<file path="src/rtl/ddf_pkg.sv">
// Shared types and constants for the display digit formatter.
// No dependencies.
package ddf_pkg;

    localparam int unsigned VALUE_W = 14;
    localparam int unsigned GLYPH_W = 4;

    localparam logic [GLYPH_W-1:0] GLYPH_POINT = 4'd10;
    localparam logic [GLYPH_W-1:0] GLYPH_BLANK = 4'd14;
    localparam logic [VALUE_W-1:0] VALUE_MAX   = 14'd9999;

    // floor(x * 6554 / 65536) == floor(x / 10) for x <= 9999
    localparam logic [12:0] RECIP_10 = 13'd6554;
    localparam int unsigned RECIP_SHIFT = 16;

    typedef enum logic {
        OP_INTEGER = 1'b0,
        OP_DECIMAL = 1'b1
    } op_t;

    // Item as it moves down the digit pipeline. digs collects remainders,
    // newest at the top: after three stages [11:8]=hundreds, [7:4]=tens,
    // [3:0]=units, and rest holds the thousands digit.
    typedef struct packed {
        op_t                op;
        logic [VALUE_W-1:0] rest;
        logic [11:0]        digs;
    } item_t;

endpackage

</file>
<file path="src/rtl/display_digit_formatter_top.sv">
// Display digit formatter: value and mode in, four glyph codes out.
// Registers in order: saturate register, three divide-by-10 stages, glyph register.
// Throughput one transfer per cycle while m_ready is high; a full stage holds while its successor cannot accept.
// Synchronous active-low reset clears the stage valid bits only.
// Depends on ddf_pkg, ddf_div10_stage, ddf_glyph_stage.
module display_digit_formatter_top (
    input  logic        aclk,
    input  logic        aresetn,
    input  logic        s_valid,
    output logic        s_ready,
    input  logic        s_op,
    input  logic [13:0] s_value,
    output logic        m_valid,
    input  logic        m_ready,
    output logic [3:0]  m_digit_0,
    output logic [3:0]  m_digit_1,
    output logic [3:0]  m_digit_2,
    output logic [3:0]  m_digit_3
);

    logic           valid_reg;
    ddf_pkg::item_t item_reg;
    ddf_pkg::item_t item_next;

    logic           v1, v2, v3;
    logic           r1, r2, r3, r4;
    ddf_pkg::item_t i1, i2, i3;

    always_comb begin
        item_next.op   = ddf_pkg::op_t'(s_op);
        item_next.rest = (s_value > ddf_pkg::VALUE_MAX) ? ddf_pkg::VALUE_MAX : s_value;
        item_next.digs = 12'd0;
    end

    assign s_ready = !valid_reg || r1;

    always_ff @(posedge aclk) begin
        if (!aresetn) begin
            valid_reg <= 1'b0;
        end else if (s_ready) begin
            valid_reg <= s_valid;
        end
    end

    always_ff @(posedge aclk) begin
        if (s_ready && s_valid) begin
            item_reg <= item_next;
        end
    end

    ddf_div10_stage u_units (
        .aclk      (aclk),
        .aresetn   (aresetn),
        .in_valid  (valid_reg),
        .in_ready  (r1),
        .in_item   (item_reg),
        .out_valid (v1),
        .out_ready (r2),
        .out_item  (i1)
    );

    ddf_div10_stage u_tens (
        .aclk      (aclk),
        .aresetn   (aresetn),
        .in_valid  (v1),
        .in_ready  (r2),
        .in_item   (i1),
        .out_valid (v2),
        .out_ready (r3),
        .out_item  (i2)
    );

    ddf_div10_stage u_hundreds (
        .aclk      (aclk),
        .aresetn   (aresetn),
        .in_valid  (v2),
        .in_ready  (r3),
        .in_item   (i2),
        .out_valid (v3),
        .out_ready (r4),
        .out_item  (i3)
    );

    ddf_glyph_stage u_glyph (
        .aclk      (aclk),
        .aresetn   (aresetn),
        .in_valid  (v3),
        .in_ready  (r4),
        .in_item   (i3),
        .out_valid (m_valid),
        .out_ready (m_ready),
        .digit_0   (m_digit_0),
        .digit_1   (m_digit_1),
        .digit_2   (m_digit_2),
        .digit_3   (m_digit_3)
    );

endmodule

</file>
<file path="src/rtl/ddf_div10_stage.sv">
// One pipeline stage: peels the lowest decimal digit off the running value.
// Depends on ddf_pkg.
module ddf_div10_stage (
    input  logic            aclk,
    input  logic            aresetn,
    input  logic            in_valid,
    output logic            in_ready,
    input  ddf_pkg::item_t  in_item,
    output logic            out_valid,
    input  logic            out_ready,
    output ddf_pkg::item_t  out_item
);

    logic           valid_reg;
    ddf_pkg::item_t item_reg;
    ddf_pkg::item_t item_next;
    logic [26:0]    prod;
    logic [10:0]    quot;
    logic [13:0]    quot_x10;
    logic [13:0]    rem;

    always_comb begin
        prod      = {13'd0, in_item.rest} * {14'd0, ddf_pkg::RECIP_10};
        quot      = prod[26:ddf_pkg::RECIP_SHIFT];
        quot_x10  = {quot, 3'b000} + {2'b00, quot, 1'b0};
        rem       = in_item.rest - quot_x10;
        item_next.op   = in_item.op;
        item_next.rest = {3'b000, quot};
        item_next.digs = {rem[3:0], in_item.digs[11:4]};
    end

    assign in_ready  = !valid_reg || out_ready;
    assign out_valid = valid_reg;
    assign out_item  = item_reg;

    always_ff @(posedge aclk) begin
        if (!aresetn) begin
            valid_reg <= 1'b0;
        end else if (in_ready) begin
            valid_reg <= in_valid;
        end
    end

    always_ff @(posedge aclk) begin
        if (in_ready && in_valid) begin
            item_reg <= item_next;
        end
    end

endmodule

</file>
<file path="src/rtl/ddf_glyph_stage.sv">
// Output stage: maps the four decimal digits to glyph codes per mode.
// Depends on ddf_pkg.
module ddf_glyph_stage (
    input  logic           aclk,
    input  logic           aresetn,
    input  logic           in_valid,
    output logic           in_ready,
    input  ddf_pkg::item_t in_item,
    output logic           out_valid,
    input  logic           out_ready,
    output logic [3:0]     digit_0,
    output logic [3:0]     digit_1,
    output logic [3:0]     digit_2,
    output logic [3:0]     digit_3
);

    logic       valid_reg;
    logic [3:0] g0_reg, g1_reg, g2_reg, g3_reg;
    logic [3:0] g0_next, g1_next, g2_next, g3_next;
    logic [3:0] d0, d1, d2, d3;
    logic       blank0, blank1, blank2;

    always_comb begin
        d0 = in_item.rest[3:0];
        d1 = in_item.digs[11:8];
        d2 = in_item.digs[7:4];
        d3 = in_item.digs[3:0];
        blank0 = (d0 == 4'd0);
        blank1 = blank0 && (d1 == 4'd0);
        blank2 = blank1 && (d2 == 4'd0);
        unique case (in_item.op)
            ddf_pkg::OP_INTEGER: begin
                g0_next = blank0 ? ddf_pkg::GLYPH_BLANK : d0;
                g1_next = blank1 ? ddf_pkg::GLYPH_BLANK : d1;
                g2_next = blank2 ? ddf_pkg::GLYPH_BLANK : d2;
                g3_next = d3;
            end
            ddf_pkg::OP_DECIMAL: begin
                // thousands digit zero means under 10.00: d.dd, else dd.d
                if (blank0) begin
                    g0_next = d1;
                    g1_next = ddf_pkg::GLYPH_POINT;
                    g2_next = d2;
                    g3_next = d3;
                end else begin
                    g0_next = d0;
                    g1_next = d1;
                    g2_next = ddf_pkg::GLYPH_POINT;
                    g3_next = d2;
                end
            end
            default: begin
                g0_next = d0;
                g1_next = d1;
                g2_next = d2;
                g3_next = d3;
            end
        endcase
    end

    assign in_ready  = !valid_reg || out_ready;
    assign out_valid = valid_reg;
    assign digit_0   = g0_reg;
    assign digit_1   = g1_reg;
    assign digit_2   = g2_reg;
    assign digit_3   = g3_reg;

    always_ff @(posedge aclk) begin
        if (!aresetn) begin
            valid_reg <= 1'b0;
        end else if (in_ready) begin
            valid_reg <= in_valid;
        end
    end

    always_ff @(posedge aclk) begin
        if (in_ready && in_valid) begin
            g0_reg <= g0_next;
            g1_reg <= g1_next;
            g2_reg <= g2_next;
            g3_reg <= g3_next;
        end
    end

endmodule
</file>
<file path="config.mk">
export PLATFORM = sky130hd
export DESIGN_NAME = display_digit_formatter_top
export DESIGN_NICKNAME = d
export VERILOG_FILES = /design/src/rtl/ddf_pkg.sv /design/src/rtl/display_digit_formatter_top.sv /design/src/rtl/ddf_div10_stage.sv /design/src/rtl/ddf_glyph_stage.sv
export SDC_FILE = /design/constraint.sdc
export NUM_CORES = 1
export LEC_CHECK = 0
export ABC_CLOCK_PERIOD_IN_PS = 16200
export BUFFER_PORTS_ARGS = -buffer_cell sky130_fd_sc_hd__buf_2
export CELL_PAD_IN_SITES_DETAIL_PLACEMENT = 0
export CELL_PAD_IN_SITES_GLOBAL_PLACEMENT = 1
export CORE_MARGIN = 2
export CORE_UTILIZATION = 45
export DETAILED_ROUTE_END_ITERATION = 10
export PLACE_DENSITY = 0.74
export SLEW_MARGIN = 20
export SYNTH_ARGS = -nofsm -noshare
export SYNTH_HDL_FRONTEND = slang
export SYNTH_SLANG_ARGS = --single-unit
</file>
<file path="constraint.sdc">
create_clock -name aclk -period 16.2 [get_ports aclk]
set_clock_uncertainty 0.15 [all_clocks]
set_input_delay 0.81 -clock aclk [delete_from_list [all_inputs] [get_ports aclk]]
set_output_delay 0.81 -clock aclk [all_outputs]
set_load 0.02 [all_outputs]
</file>
==> impl_metrics.json, run 1 <==
{
  "status": "complete, no violations",
  "final_hold_viol_count": 0,
  "cp-endpoint": "u_units.out_item[11]",
  "vias": 5711,
  "first_pass_iters": 4,
  "worstHoldPathType": "reg -> reg",
  "worstSetupStartpoint": "item_reg[15]",
  "tns_ps": 0,
  "rr_startpoint": "item_reg[15]",
  "period_minus_slack_ps": 5791,
  "cts.sinks": 86,
  "via_per_inst": 4.795,
  "ys_warn_count": 0,
  "nets": 1238,
  "area_growth_pct": 8.714,
  "slew_viol_final": 0,
  "antenna_found_initial": 0,
  "tritoncts": "done",
  "ys_seq_elements": 86,
  "synth_cells": 865,
  "grt_pass1_wl_um": 28130,
  "grt_pass1_vias": 5916,
  "initialDrtViolationCount": 124,
  "die_y_um": 150.0,
  "synth_top_area_share_pct": 28.18,
  "wl_per_cell_um": 13.90,
  "max-cap-violations": 0,
  "synth_area_per_cell_um2": 11.09,
  "syn-cell-area_um2": 9590,
  "synth_area_leader_cell": "ha_1",
  "ys.flop_type": "edfxtp_1",
  "drtAntennaViolNets": 0,
  "required_ps": 16140,
  "worst_slew_pin_slew_ps": 692.1,
  "postCtsSetupBuffers": 0,
  "antenna_cells": 0,
  "final_common_cell": "inv_1",
  "cts_resized": 0,
  "place_congestion": 0.8051,
  "slew_headroom_pct": 53.65,
  "synthTopCellsByArea": "ha_1 (28%), edfxtp_1 (25%), fa_1 (19%), inv_1 (8.5%), xnor2_1 (2.7%)",
  "clk_pin_slew_ps": 60,
  "cts_hold_buffers": 0,
  "io_pins": 37,
  "regToRegEndpoint": "u_units.out_item[11]",
  "dp_hpwl_um": 14610,
  "io_buffers": 36,
  "ff2ff_path_depth": 21,
  "drive_gt1_share_pct": 8.734,
  "synth_cell_types": 53,
  "setup_viol": 0,
  "dp_slack_ps": 10390,
  "fmax_mhz": 172.7,
  "crit_arrival_ps": 5730,
  "finalWorstSetupSlack_ps": 10410,
  "grt.total_usage_pct": 16.00,
  "r2r_slack_ps": 10410,
  "path_class": "reg -> reg",
  "whs_ps": 265.5,
  "die_area_um2": 22500,
  "rsz0062_at_grt": "false",
  "clk_path_buf_depth": 2,
  "synth_nets": 1192,
  "worstPathMaxFanout": 6,
  "drc": 0,
  "numCtsBuffers": 9,
  "grt_max_degree": 18,
  "layout_common_cells": "inv_1 (218), ha_1 (216), fa_1 (92)",
  "clk_latency_ps": 340,
  "endpoint_kind": "flip-flop",
  "grt-ovfl-total": 0,
  "start_util_pct": 45.77,
  "synthArstFlopShare_pct": 0,
  "synth_edf_count": 81,
  "num_rows": 53,
  "period_share_pct": 35.75,
  "crit_path_start_kind": "flip-flop",
  "cts_root_buffer": "clkbuf_16",
  "yosysSeqAreaShare_pct": 26.41,
  "cts_htree_levels": 3,
  "routed_wl_um": 16560,
  "die_w_um": 150.0,
  "coreArea_um2": 20960
}
-- final cells by class --
| type | instances | area, um2 |
|---|---|---|
| Inverter | 218 | 818.3 |
| Multi-Input combinational cell | 555 | 6225 |
| Timing Repair Buffer | 41 | 217.7 |
| Sequential cell | 86 | 2532 |
| Clock inverter | 6 | 50.05 |
| Tap cell | 275 | 344.1 |
| Fill cell | 1976 | 10530 |
| Clock buffer | 10 | 239.0 |
-- critical path, stage by stage, from the launching register on --
cell,delay [ps]
edfxtp_1,540
ha_1,370
inv_1,60
fa_1,500
inv_1,60
fa_1,510
fa_1,540
inv_1,50
fa_1,530
inv_1,40
ha_1,300
a211oi_1,190
o21ai_0,130
or3_1,320
a21o_1,220
a21oi_2,170
xnor2_1,170
ha_1,300
nand2_1,70
nand2_1,60
xnor2_1,140
xnor2_1,120
-- worst min path at each step --
stage / endpoint / slack (ps) / start / cells after the start
6_report: u_hundreds.out_item[3] / 270 / u_tens.out_item[7] / 0
5_1_grt: u_hundreds.out_item[6] / 270 / u_tens.out_item[10] / 0
4_1_cts: u_hundreds.out_item[3] / 260 / u_tens.out_item[7] / 0
3_5_place_dp: u_hundreds.out_item[4] / 250 / u_tens.out_item[8] / 0
3_3_place_gp: u_hundreds.out_item[0] / 250 / u_tens.out_item[4] / 0
2_1_floorplan: u_hundreds.out_item[0] / 250 / u_tens.out_item[4] / 0
-- cell families (layout without fill, tap and decap cells) --
| family | Yosys count | in the layout | synth area share (%) |
|---|---|---|---|
| flip-flops | 86 | 86 | 26.41 |
| XOR/XNOR | 44 | 44 | 4.018 |
| AO/OA/AOI/OAI | 87 | 87 | 6.654 |
| buffers and inverters | 224 | 275 | 8.767 |
| AND/OR/NAND/NOR | 112 | 112 | 6.301 |
| multiplexers | 4 | 4 | 0.4696 |
| adder cells (fa/ha/maj) | 308 | 308 | 47.38 |
-- cell usage after synthesis (4+ instances only) --
| cell type | instances |
|---|---|
| dfxtp_1 | 5 |
| edfxtp_1 | 81 |
| nor3_1 | 10 |
| o21bai_1 | 5 |
| nand3_1 | 8 |
| xnor2_1 | 30 |
| nor2_1 | 20 |
| o21a_1 | 5 |
| mux2_2 | 4 |
| o21ai_0 | 12 |
| nand2_1 | 19 |
| and3_1 | 4 |
| a21o_1 | 12 |
| xor2_1 | 14 |
| fa_1 | 92 |
| or2_2 | 5 |
| nand2b_1 | 13 |
| clkbuf_1 | 6 |
| nor2b_1 | 7 |
| ha_1 | 216 |
| o21ai_1 | 4 |
| and2_1 | 9 |
| a21oi_1 | 18 |
| inv_1 | 218 |
-- through the flow --
stage | instances | cell area (um2) | utilization, %
after floorplan | 865 | 9590 | -
after global placement | 1175 | 10130 | 48.34
after detailed placement | 1175 | 10130 | 48.34
after CTS | 1191 | 10420 | 49.72
after global routing | 1191 | 10430 | 49.76
final | 1191 | 10430 | 49.76
-- per-layer routing --
metal / global-route usage, % / up-vias / wire (um)
met5: 0 / - / 0
met1: 22.10 / 2689 / 8096
met3: 2.530 / 11 / 406
li1: - / 2950 / -
met2: 26.48 / 61 / 7863
met4: 3.774 / 0 / 194
Power of run 1 is left out: the tool's default activity adds up to more than one toggle a clock period on the data nets, which glitch-free logic cannot reach.
==> inputs of run 2 (changes only) <==
Settings changed: ABC_CLOCK_PERIOD_IN_PS 16200 to 5000, PLACE_DENSITY 0.74 to 0.77.
Clock period 16.2 ns to 5 ns, I/O delays scaled along.
==> impl_metrics.json, run 2 (synthesized netlist as in run 1, its figures left out) <==
{
  "fmax_mhz": 184.7,
  "initialDrtViolationCount": 179,
  "worstHoldPathType": "in -> reg",
  "io_pins": 37,
  "setup_viol": 13,
  "io_buffers": 36,
  "rsz0062_at_grt": "true",
  "status": "finished, violations left",
  "required_ps": 4940,
  "die_w_um": 150.0,
  "slew_viol_final": 0,
  "dp_hpwl_um": 15400,
  "start_util_pct": 45.77,
  "area_growth_pct": 22.18,
  "worstPathMaxFanout": 2,
  "clk_latency_ps": 350,
  "crit_path_start_kind": "flip-flop",
  "die_y_um": 150.0,
  "drtAntennaViolNets": 0,
  "finalWorstSetupSlack_ps": -415.0,
  "num_rows": 53,
  "grt_max_degree": 18,
  "path_class": "reg -> reg",
  "first_pass_iters": 4,
  "die_area_um2": 22500,
  "cts.sinks": 86,
  "crit_arrival_ps": 5350,
  "period_share_pct": 108.3,
  "grt_pass1_wl_um": 30070,
  "antenna_found_initial": 0,
  "final_hold_viol_count": 0,
  "final_common_cell": "inv_1",
  "failed_checks": "setup timing",
  "grt.total_usage_pct": 16.88,
  "numCtsBuffers": 9,
  "tritoncts": "done",
  "grt-ovfl-total": 0,
  "coreArea_um2": 20960,
  "whs_ps": 16.44,
  "place_congestion": 0.8500,
  "clk_path_buf_depth": 2,
  "vias": 6304,
  "endpoint_kind": "flip-flop",
  "cts_root_buffer": "clkbuf_16",
  "grt_pass1_vias": 6498,
  "cts_htree_levels": 3,
  "layout_common_cells": "inv_1 (207), ha_1 (201), buf_4 (107)",
  "antenna_cells": 0,
  "nets": 1351,
  "period_minus_slack_ps": 5415,
  "via_per_inst": 4.834,
  "clk_pin_slew_ps": 60,
  "slew_headroom_pct": 53.34,
  "drc": 0,
  "wl_per_cell_um": 13.90,
  "routed_wl_um": 18120,
  "drive_gt1_share_pct": 23.71,
  "worst_slew_pin_slew_ps": 696.8,
  "max-cap-violations": 0
}
-- run 2: cell types whose count changed in the layout (fill, tap and decap cells not counted), moves of 3 or more --
cell and delta:
buf_4 +102, buf_6 +8, dlygate4sd3_1 +3, ha_1 -15, ha_4 +14, inv_1 -11
inv_2 +11, nand2_1 -4, nand2_2 +4, o21ai_0 -4, xnor2_1 -5, xnor2_2 +5
xor2_1 -3
-- run 2: final timing paths --
check                                   startpoint                      to  slack (ps)  cells past startpoint
worst max-delay path                  item_reg[19]    u_units.out_item[11]        -410                     21
worst min-delay path                    s_value[3]            item_reg[15]          20                      2
worst max register to register        item_reg[19]    u_units.out_item[11]        -410                     21
worst min register to register  u_tens.out_item[7]  u_hundreds.out_item[3]         260                      0
-- run 2: per-layer routing --
metal / routed length [um] / global-route usage [%] / vias up
li1: - / - / 3173
met5: 0 / 0 / -
met1: 8593 / 23.07 / 3054
met4: 127 / 2.689 / 0
met2: 8910 / 28.88 / 64
met3: 489 / 2.622 / 13
-- run 2: layout make-up --
cell class                 instances  area, um2
inverter                         218      818.3
multi-input combinational        555       6605
fill                            1810       9238
clock inverter                     5      61.31
clock buffer                      11      252.7
timing repair buffer             154       1104
sequential                        86       2532
tap                              275      344.1
-- run 2: critical path, cell delays in order (launching register included) --
cell	delay [ps]
edfxtp_1	400
ha_1	320
inv_2	60
fa_1	540
inv_1	50
fa_1	490
fa_1	540
inv_2	40
fa_1	480
inv_2	50
ha_4	210
a211oi_2	170
o21ai_1	100
or3_1	310
a21o_1	210
a21oi_2	210
xnor2_2	110
ha_1	320
nand2_1	80
nand2_2	70
xnor2_2	140
xnor2_1	120
-- run 2: repair_timing --
item                                    4_1_cts  5_1_grt
endpoints found under the setup margin       17       22
pin swaps                                    24       33
endpoints found under the hold margin         3        0
buffers inserted                             12       13
hold buffers                                  3        0
resized for setup                            20       46
-- run 2: stage by stage --
stage	worst slack (ps)	TNS (ps)	instances	instance area [um2]	utilization, %
finish	-415.0	-2008	1304	11720	55.92
global route	-604.2	-5250	1304	11720	55.92
CTS	-359.0	-1892	1297	11390	54.33
detailed placement	-446.0	-2513	1267	10860	51.83
global placement	-354.3	-1446	1267	10860	51.83
floorplan	-303.1	-353.9	865	9630	-
Power of run 2 is left out for the same reason.
==> inputs of run 3 (changes only) <==
Settings changed: ABC_AREA from default to 1, PLACE_DENSITY 0.77 to 0.79.
==> impl_metrics.json, run 3 <==
{
  "utilization_pct": 55.73,
  "ys_warn_count": 0,
  "clk_latency_ps": 350,
  "status": "complete, no violations",
  "area_growth_pct": 22.26,
  "initialDrtViolationCount": 359,
  "die_y_um": 158.0,
  "path_class": "reg -> reg",
  "via_per_inst": 4.765,
  "io_buffers": 36,
  "drive_gt1_share_pct": 24.00,
  "drtAntennaViolNets": 0,
  "antenna_found_initial": 0,
  "rsz0062_at_grt": "true",
  "route.met3.wl_um": 601,
  "endpoint_kind": "flip-flop",
  "dp_hpwl_um": 19330,
  "synth_common_cells": "inv_1 (330), ha_1 (216), nand2_1 (167)",
  "synth_edf_count": 81,
  "whs_ps": 13.79,
  "critPathMaxStageDelay_ps": 540,
  "crit_path_start_kind": "flip-flop",
  "layout_common_cells": "inv_1 (310), ha_1 (186), nand2_1 (146)",
  "grt_pass1_wl_um": 37520,
  "max-cap-violations": 0,
  "syn-cell-area_um2": 10670,
  "grt-ovfl-total": 0,
  "place_congestion": 0.9064,
  "grt.total_usage_pct": 19.10,
  "slew_viol_final": 0,
  "wl_per_cell_um": 13.79,
  "yosysSeqAreaShare_pct": 23.74,
  "synth_area_per_cell_um2": 9.009,
  "top_layer": "met4",
  "synth_most_common_cell": "inv_1",
  "period_minus_slack_ps": 4940,
  "ys.flop_type": "edfxtp_1",
  "synth_nets": 1511,
  "synthTopCellsByArea": "ha_1 (25%), edfxtp_1 (23%), fa_1 (17%), inv_1 (12%), nand2_1 (5.9%)",
  "die_w_um": 158.0,
  "nets": 1668,
  "path_cells": "buf_4, ha_1, inv_2, fa_1, inv_1, fa_1, fa_1, fa_1, ha_4, nand2_2, nor2_4, inv_2, nor2_2, a211oi_2, xnor2_2, ha_4, xor2_2, nand3b_1, nand2_1, nand2_1, nand2_1, inv_1",
  "die_area_um2": 24950,
  "worstHoldPathType": "in -> reg",
  "antenna_cells": 0,
  "clk_pin_slew_ps": 70,
  "worstPathMaxFanout": 3,
  "clk_path_buf_depth": 2,
  "coreArea_um2": 23400,
  "cp_slowest_cell": "fa_1",
  "synth_cells": 1184,
  "final_common_cell": "inv_1",
  "num_rows": 56,
  "start_util_pct": 45.58,
  "period_share_pct": 98.81,
  "first_pass_iters": 5,
  "vias": 7934,
  "fmax_mhz": 202.4,
  "synthArstFlopShare_pct": 0,
  "synth_area_leader_cell": "ha_1",
  "crit_top_cell": "fa_1",
  "routed_wl_um": 22970,
  "cts.sinks": 86,
  "drc": 0,
  "final_hold_viol_count": 0,
  "ys_seq_elements": 86,
  "setup_viol": 0,
  "grt_pass1_vias": 7868,
  "wl_met2_um": 11270,
  "synth_top_area_share_pct": 25.34,
  "crit_family": "adder cells",
  "tritoncts": "done",
  "slew_headroom_pct": 49.19,
  "crit_arrival_ps": 4910,
  "io_pins": 37,
  "cp_num_buf_inv": 5,
  "worst_slew_pin_slew_ps": 761.3,
  "wl_met1_um": 10850,
  "grt_max_degree": 19,
  "final_area_um2": 13040,
  "placedInstanceArea_um2": 11840,
  "required_ps": 4970,
  "synth_cell_types": 40,
  "cts_root_buffer": "clkbuf_16",
  "cts_htree_levels": 3,
  "numCtsBuffers": 9
}
[run 3: final timing paths]
check / from / endpoint / slack (ps) / cells past startpoint
max: item_reg[19] / u_units.out_item[11] / 60 / 22
min: s_value[1] / item_reg[13] / 10 / 2
max reg2reg: item_reg[19] / u_units.out_item[11] / 60 / 22
min reg2reg: u_tens.out_item[4] / u_hundreds.out_item[0] / 270 / 0
[run 3: repair_timing]
action                     4_1_cts  5_1_grt
pin swaps                       34       63
buffers inserted                20       13
resized for setup               33       97
gates cloned                     0        0
hold endpoints to repair         2        0
setup endpoints to repair        8       19
hold buffers                     2        0
[run 3: layout make-up]
type,count,area (um2)
Timing Repair Buffer,149,1049
Sequential cell,86,2532
Tap cell,319,399.1
Inverter,334,1254
Clock inverter,7,73.82
Fill cell,2120,10360
Clock buffer,9,225.2
Multi-Input combinational cell,761,7508
[run 3: cell families after synthesis]
kind of cell               count (synthesis)  synth area share (%)
buffers and inverters                    337                 11.93
DFF                                       86                 23.74
AOI/OAI and AO/OA                         96                 5.091
xor gates and xnor gates                  36                 2.956
and+or+nand+nor                          321                 13.68
adders and majority gates                308                 42.60
[run 3: metal layers]
| layer | vias to the layer above | GRT usage (%) |
|---|---|---|
| met1 | 3775 | 26.67 |
| met3 | 15 | 2.108 |
| met5 | - | 0 |
| li1 | 4048 | - |
| met2 | 96 | 32.30 |
| met4 | 0 | 3.732 |
[run 3: per-stage QoR]
step / instances / setup TNS (ps) / worst slack [ps]
after floorplan: 1184 / 0 / 12.08
after global placement: 1615 / -141.8 / -73.48
after detailed placement: 1615 / -392.2 / -144.3
after CTS: 1653 / -29.12 / -29.12
after global routing: 1665 / -315.5 / -169.6
final: 1665 / 0 / 59.71
Power of run 3 is left out for the same reason.
